### config.mk
export PLATFORM = sky130hd
export DESIGN_NAME = top_k_neighbor_select
export DESIGN_NICKNAME = d
export VERILOG_FILES = /design/src/hw/rtl/tkns_pkg.sv /design/src/hw/rtl/tkns_cell.sv /design/src/hw/rtl/top_k_neighbor_select.sv
export SDC_FILE = /design/constraint.sdc
export NUM_CORES = 1
export LEC_CHECK = 0
export BUFFER_PORTS_ARGS = -buffer_cell sky130_fd_sc_hd__buf_2
export CAP_MARGIN = 40
export CORE_AREA = 8 8 170 213
export DETAILED_ROUTE_END_ITERATION = 7
export DIE_AREA = 0 0 178 221
export PLACE_DENSITY = 0.74
export SYNTH_ARGS = -nofsm -noshare
export SYNTH_HDL_FRONTEND = slang
export SYNTH_SLANG_ARGS = --single-unit
### constraint.sdc
create_clock -name clk -period 5.3 [get_ports clk]
set_input_delay 0.265 -clock clk [delete_from_list [all_inputs] [get_ports clk]]
set_output_delay 0.265 -clock clk [all_outputs]
set_load 0.005 [all_outputs]
### src/hw/rtl/tkns_pkg.sv
// Shared types and constants for the top-k neighbor select block.
package tkns_pkg;

	localparam int ID_W    = 19;
	localparam int SCORE_W = 16;
	localparam int RANK_W  = 3;
	localparam int KEEP_W  = 4;

	localparam logic [KEEP_W-1:0] KEEP_RESET = 4'd5;

	// One candidate transaction
	typedef struct packed {
		logic [ID_W-1:0]           candidate_id;
		logic signed [SCORE_W-1:0] score;
		logic                      row_end;
	} cand_item_t;

	// One ranked neighbor transaction
	typedef struct packed {
		logic [ID_W-1:0]           neighbor_id;
		logic signed [SCORE_W-1:0] neighbor_score;
		logic [RANK_W-1:0]         rank;
		logic                      last_of_run;
	} nbr_item_t;

	// Broadcast control to every cell of the chain
	typedef struct packed {
		logic insert;  // place the broadcast candidate
		logic shift;   // move every entry one place toward the head
	} cell_ctl_t;

	// Sequencer states, one-hot
	typedef enum logic [1:0] {
		ST_FILL  = 2'b01,
		ST_DRAIN = 2'b10
	} state_t;

endpackage

### src/hw/rtl/tkns_cell.sv
// One slot of the sorted chain: holds an entry, inserts or shifts in place.
module tkns_cell #(
	parameter int IdW = 19
) (
	input  logic                                clk,
	input  tkns_pkg::cell_ctl_t                 ctl,
	input  logic                                occupied,
	input  logic [IdW-1:0]                      cand_id,
	input  logic signed [tkns_pkg::SCORE_W-1:0] cand_score,
	input  logic                                prev_take,
	input  logic [IdW-1:0]                      prev_id,
	input  logic signed [tkns_pkg::SCORE_W-1:0] prev_score,
	input  logic [IdW-1:0]                      next_id,
	input  logic signed [tkns_pkg::SCORE_W-1:0] next_score,
	output logic                                take,
	output logic [IdW-1:0]                      id,
	output logic signed [tkns_pkg::SCORE_W-1:0] score
);

	logic [IdW-1:0]                      id_q;
	logic signed [tkns_pkg::SCORE_W-1:0] score_q;

	// Candidate belongs here or above; ties stay with the earlier arrival
	assign take = !occupied || (cand_score > score_q);

	// Entry update: drain shift, push down from above, or load candidate
	always_ff @(posedge clk) begin
		if (ctl.shift) begin
			id_q    <= next_id;
			score_q <= next_score;
		end else if (ctl.insert) begin
			if (prev_take) begin
				id_q    <= prev_id;
				score_q <= prev_score;
			end else if (take) begin
				id_q    <= cand_id;
				score_q <= cand_score;
			end
		end
	end

	assign id    = id_q;
	assign score = score_q;

endmodule

### src/hw/rtl/top_k_neighbor_select.sv
// Top level: keeps the best candidates of a row and emits them ranked.
//
// Candidates arrive on the cand channel (cand_valid / cand_stall), one per
// cycle while not stalled, each placed at once into a sorted chain of K_MAX
// cells by a parallel compare in every cell. Ties keep the earlier arrival.
// A transaction with row_end set is inserted like the others; from the next
// cycle on the block offers min(keep_count, kept) neighbors on the nbr
// channel in rank order, one per unstalled cycle, last one flagged last_of_run.
// Each accepted neighbor shifts the chain one cell toward the head.
// While these are offered cand_stall is high, so the next row waits until
// the drain ends; keep_count and the row's fill set the drain length, and
// the single head cell feeds the output.
// A receiver stall on nbr holds the offered neighbor unchanged.
// keep_count is written via keep_we / keep_data, by the user only while idle;
// the block does not enforce this. Zero acts as one, above K_MAX as K_MAX.
// Reset clears the row and sets keep_count to 5; kept entries need no clear.
module top_k_neighbor_select #(
	parameter int K_MAX   = 8,
	parameter int ID_BITS = 19
) (
	input  logic                           clk,
	input  logic                           arst_n,
	input  logic                           cand_valid,
	output logic                           cand_stall,
	input  tkns_pkg::cand_item_t           cand,
	output logic                           nbr_valid,
	input  logic                           nbr_stall,
	output tkns_pkg::nbr_item_t            nbr,
	input  logic                           keep_we,
	input  logic [tkns_pkg::KEEP_W-1:0]    keep_data
);

	localparam int IdW = (ID_BITS < tkns_pkg::ID_W) ? ID_BITS : tkns_pkg::ID_W;
	localparam int KW  = $clog2(K_MAX + 1);
	localparam int EW  = KW + tkns_pkg::KEEP_W;

	tkns_pkg::state_t                    state_q;
	logic [tkns_pkg::KEEP_W-1:0]         keep_q;
	logic [KW-1:0]                       fill_q;
	logic [KW-1:0]                       count_q;
	logic [KW-1:0]                       rank_q;
	tkns_pkg::cell_ctl_t                 ctl;

	logic                                cand_acc;
	logic                                nbr_acc;
	logic                                last;
	logic [KW-1:0]                       fill_next;
	logic [EW-1:0]                       keep_ext;
	logic [EW-1:0]                       keep_eff;
	logic [EW-1:0]                       fill_ext;
	logic [KW-1:0]                       emit_n;
	logic [KW+2:0]                       rank_ext;

	logic [IdW-1:0]                      id_c    [K_MAX];
	logic signed [tkns_pkg::SCORE_W-1:0] score_c [K_MAX];
	logic                                take_c  [K_MAX];

	// Handshakes
	assign cand_stall = (state_q == tkns_pkg::ST_DRAIN);
	assign nbr_valid  = (state_q == tkns_pkg::ST_DRAIN);
	assign cand_acc   = cand_valid && !cand_stall;
	assign nbr_acc    = nbr_valid && !nbr_stall;
	assign last       = (KW'(rank_q + 1'b1) == count_q);

	assign ctl.insert = cand_acc;
	assign ctl.shift  = nbr_acc;

	// Entries held after this insert, and how many of them go out
	assign fill_next = (fill_q < KW'(K_MAX)) ? KW'(fill_q + 1'b1) : fill_q;
	assign keep_ext  = EW'(keep_q);
	assign fill_ext  = EW'(fill_next);
	always_comb begin
		keep_eff = keep_ext;
		if (keep_ext == '0) begin
			keep_eff = EW'(1);
		end else if (keep_ext > EW'(K_MAX)) begin
			keep_eff = EW'(K_MAX);
		end
		emit_n = (keep_eff < fill_ext) ? keep_eff[KW-1:0] : fill_next;
	end

	// Chain of cells, cell 0 holds the best entry
	for (genvar i = 0; i < K_MAX; i++) begin : g_cell
		logic                                prev_take;
		logic [IdW-1:0]                      prev_id;
		logic signed [tkns_pkg::SCORE_W-1:0] prev_score;
		logic [IdW-1:0]                      next_id;
		logic signed [tkns_pkg::SCORE_W-1:0] next_score;

		if (i == 0) begin : g_head
			assign prev_take  = 1'b0;
			assign prev_id    = '0;
			assign prev_score = '0;
		end else begin : g_body
			assign prev_take  = take_c[i-1];
			assign prev_id    = id_c[i-1];
			assign prev_score = score_c[i-1];
		end

		if (i == K_MAX - 1) begin : g_tail
			assign next_id    = '0;
			assign next_score = '0;
		end else begin : g_mid
			assign next_id    = id_c[i+1];
			assign next_score = score_c[i+1];
		end

		tkns_cell #(
			.IdW(IdW)
		) u_cell (
			.clk       (clk),
			.ctl       (ctl),
			.occupied  (KW'(i) < fill_q),
			.cand_id   (cand.candidate_id[IdW-1:0]),
			.cand_score(cand.score),
			.prev_take (prev_take),
			.prev_id   (prev_id),
			.prev_score(prev_score),
			.next_id   (next_id),
			.next_score(next_score),
			.take      (take_c[i]),
			.id        (id_c[i]),
			.score     (score_c[i])
		);
	end

	// Output transaction comes straight from the head cell
	assign rank_ext           = {3'b000, rank_q};
	assign nbr.neighbor_id    = tkns_pkg::ID_W'(id_c[0]);
	assign nbr.neighbor_score = score_c[0];
	assign nbr.rank           = rank_ext[tkns_pkg::RANK_W-1:0];
	assign nbr.last_of_run    = last;

	// Configuration register
	always_ff @(posedge clk or negedge arst_n) begin
		if (!arst_n) begin
			keep_q <= tkns_pkg::KEEP_RESET;
		end else if (keep_we) begin
			keep_q <= keep_data;
		end
	end

	// Row sequencer: fill on candidates, drain after row end
	always_ff @(posedge clk or negedge arst_n) begin
		if (!arst_n) begin
			state_q <= tkns_pkg::ST_FILL;
			fill_q  <= '0;
			count_q <= '0;
			rank_q  <= '0;
		end else begin
			case (state_q)
				tkns_pkg::ST_FILL: begin
					if (cand_acc) begin
						fill_q <= fill_next;
						if (cand.row_end) begin
							state_q <= tkns_pkg::ST_DRAIN;
							count_q <= emit_n;
							rank_q  <= '0;
						end
					end
				end
				tkns_pkg::ST_DRAIN: begin
					if (nbr_acc) begin
						rank_q <= KW'(rank_q + 1'b1);
						if (last) begin
							state_q <= tkns_pkg::ST_FILL;
							fill_q  <= '0;
						end
					end
				end
				default: begin
					state_q <= tkns_pkg::ST_FILL;
					fill_q  <= '0;
				end
			endcase
		end
	end

endmodule
==> summary.txt <==
CTS
  • Postcts setup bufs: 0
  • Clk buf depth: 3
  • Clock latency on the worst-skew pair: 0.58 ns
  • CTS Root Cell: clkbuf_16
  • Clock-pin slew on the worst setup and hold paths: 0.07 ns
  • Htree depth: 1
  • CTS sink cnt: 298
  • CTS buffer count: 31
  • CTS tree: done

Synth
  • Top cells by count, synth: nand2_1, edfxtp_1, a21oi_1, o21ai_0, inv_1
  • Syn Nets: 2186
  • Mux cell area share after synthesis: 0.0353
  • EDFF count, synth: 245
  • Complex-gate fraction of the synthesized area: 0.196
  • Top FF cell, synth: edfxtp_1
  • Synth Area in XOR/XNOR: 0.00454
  • Post-synth cell types: 61
  • Synthesized instance count: 2007
  • Async SR Flop Fraction: 0.0604
  • Post-synthesis simple-gate area fraction: 0.145
  • Seq/Total Area, Yosys: 0.461
  • Mapped Area: 18400 um2
  • Flops & latches, synth: 298
  • Area share of fa/ha/maj cells after synthesis: 0.0909
  • Largest family of logic cells by synthesized area: compound AO/OA/AOI/OAI gates
  • Post-synth top area cell: edfxtp_1
  • Yosys top cell area share: 0.399
  • Area contributors post-synth: edfxtp_1, ha_1, a21oi_1
  • Top-count cell post-synth: nand2_1
  • Syn avg cell area: 9.19 um2
  • YS warnings: 0

STA
  • Final hold violation count: 0
  • Worst-Margin Slew: 1.23 ns
  • Setup violations, final: 0
  • Skew final: 0.0103 ns
  • Min Hold Slack: 0.102 ns
  • Period utilization: 0.738
  • Period minus WS final: 3.91 ns
  • Setup TNS: 0 ns
  • Pins Over Slew Limit: 0
  • Slew margin rel.: 0.180
  • Max Freq: 256 MHz
  • Unrepaired setup endpoints after global routing: false

Final layout
  • Final core area utilization: 0.616
  • # nets final: 2187
  • Layout cells sized above 1: 0.112
  • Area grow syn2layout: 10.1%

Detailed routing
  • Final ANT Viol Nets: 0
  • Routed len/inst: 23.5 um
  • Initial DRT Pass Iterations: 5
  • DRC viols: 0
  • Initial DRC Count: 1720
  • Via Count: 15.9k
  • Avg Vias per Cell: 6.47
  • Total wire length: 57800 um

Status
  • Status: finished, final reports clean

GRT
  • Pin count of the biggest net entering global routing: 237
  • Initial antenna violation count: 4
  • Global-route usage over all layers: 0.289
  • First-pass GRT wire length: 90200 um
  • Vias in the first global route: 15.8k
  • GR Overflow Total: 0

Critical path
  • Critical Path AT: 4.18 ns
  • Worst-path fanout max: 36
  • CP Capture Type: register
  • Critical Setup Path Class: reg2reg
  • Required @ worst endpoint: 5.57 ns
  • Worst setup SP type: register

Floorplanning
  • Core Area: 32900 um2
  • FP Rows: 75
  • Die width: 178 um
  • # IOs: 86
  • Initial Util: 0.560
  • Die span in y: 221 um
  • Die area: 39300 um2

Power and ir drop
  • Power Density: 558 nW/um2
  • Peak VDD IR: 376 uV
  • Tot Pwr: 0.0113 W
  • Leak Pwr: 8.49 nW

Flow run
  • Max cap viols: 0

Worst hold path
  • Worst min path class: in2reg

Placement
  • GP Congestion: 0.978
  • IO Port Bufs: 85
  • HPWL Detailed: 38000 um
-- critical path, cell delays in order, from the launching register on --
cell	delay (ns)
edfxtp_1	0.41
inv_1	0.08
ha_1	0.24
nor2b_4	0.14
o211ai_2	0.18
a2111oi_1	0.11
or4_4	0.49
mux2_4	0.32
and2_4	0.38
o21ai_4	0.82
buf_4	0.39
-- per-stage QoR --
| stage | std cells | setup WS (ns) | instance area [um2] |
|---|---|---|---|
| floorplan | 2007 | 0.0453 | 18400 |
| global placement | 2387 | 1.31 | 19100 |
| detailed placement | 2389 | 1.23 | 19200 |
| CTS | 2456 | 1.38 | 20300 |
| global route | 2458 | 1.27 | 20300 |
| finish | 2459 | 1.39 | 20300 |
-- flip-flops by register name, indices dropped and copies added, names as in the netlist --
signal and cells:
count_q 4, fill_q 4, g_cell.u_cell.id 152, g_cell.u_cell.score 128, keep_q 4, rank_q 4
state_q 2
-- final cells by class --
class	count	area, um2
multi-input combinational	1416	8850
tap	423	529
clock inverter	14	96.3
sequential	298	8510
inverter	137	514
antenna	3	7.51
fill	2753	12600
timing repair buffer	124	831
clock buffer	44	960
-- layer usage --
layer	track usage	up-vias	wire, um
li1	-	7305	-
met1	0.373	7684	22500
met2	0.478	776	28200
met3	0.0336	140	4380
met4	0.133	4	2820
met5	0	-	22
-- cells in the final DEF, fill, tap and decap left out, drive strengths merged, types with 3 or more instances in the layout --
| cell type | synthesis | routed |
|---|---|---|
| o21ai | 176 | 176 |
| o22ai | 3 | 3 |
| a21o | 16 | 16 |
| nand2b | 5 | 5 |
| clkbuf | 95 | 44 |
| xor2 | 3 | 3 |
| a2111o | 3 | 3 |
| dfstp | 3 | 3 |
| nand2 | 262 | 262 |
| a2111oi | 3 | 3 |
| mux2i | 58 | 58 |
| buf | 61 | 115 |
| o211ai | 44 | 44 |
| xnor2 | 4 | 4 |
| dfxtp | 35 | 35 |
| clkinv | 0 | 11 |
| dlygate4sd3 | 0 | 9 |
| inv | 137 | 138 |
| mux2 | 6 | 6 |
| nor2b | 10 | 10 |
| a211o | 3 | 3 |
| or4 | 5 | 5 |
| or2 | 3 | 3 |
| a22oi | 45 | 45 |
| diode | 0 | 3 |
| ha | 134 | 134 |
| o221ai | 30 | 30 |
| a21oi | 259 | 259 |
| nor4 | 3 | 3 |
| o21a | 3 | 3 |
| edfxtp | 245 | 245 |
| nor3 | 128 | 128 |
| dfrtp | 15 | 15 |
| nand4 | 25 | 25 |
| nor2 | 110 | 110 |
| nand3 | 54 | 54 |
| and3 | 3 | 3 |
-- final timing paths --
path,start,end,slack (ns),cells past startpoint
setup / recovery,g_cell[0].u_cell.score[1],g_cell[0].u_cell.score[4],1.39,10
hold / removal,cand[28],g_cell[7].u_cell.id[11],0.10,3
setup reg to reg,g_cell[0].u_cell.score[1],g_cell[0].u_cell.score[4],1.39,10
hold reg to reg,g_cell[7].u_cell.id[13],g_cell[7].u_cell.id[13],0.54,2
max in group asynchronous,arst_n,state_q[0],4.84,2
min in group asynchronous,arst_n,rank_q[2],0.14,2
-- cell families after synthesis --
| family | count (synthesis) |
|---|---|
| adder cells (fa/ha/maj) | 134 |
| multiplexers | 64 |
| buffers and inverters | 293 |
| XOR/XNOR | 8 |
| AND/OR/NAND/NOR | 609 |
| AO/OA/AOI/OAI | 601 |
| flip-flops | 298 |
-- report_power, final --
group	switching [W]	internal, W
sequential	0.000564	0.00380
clock	0.000978	0.00131
combinational	0.00301	0.00167
total	0.00455	0.00677
-- repair_timing --
action                    CTS  global route
hold endpoints to repair   22             0
gates resized for setup     0             0
hold buffers                9             0
Power figures use the tool's default switching activity.
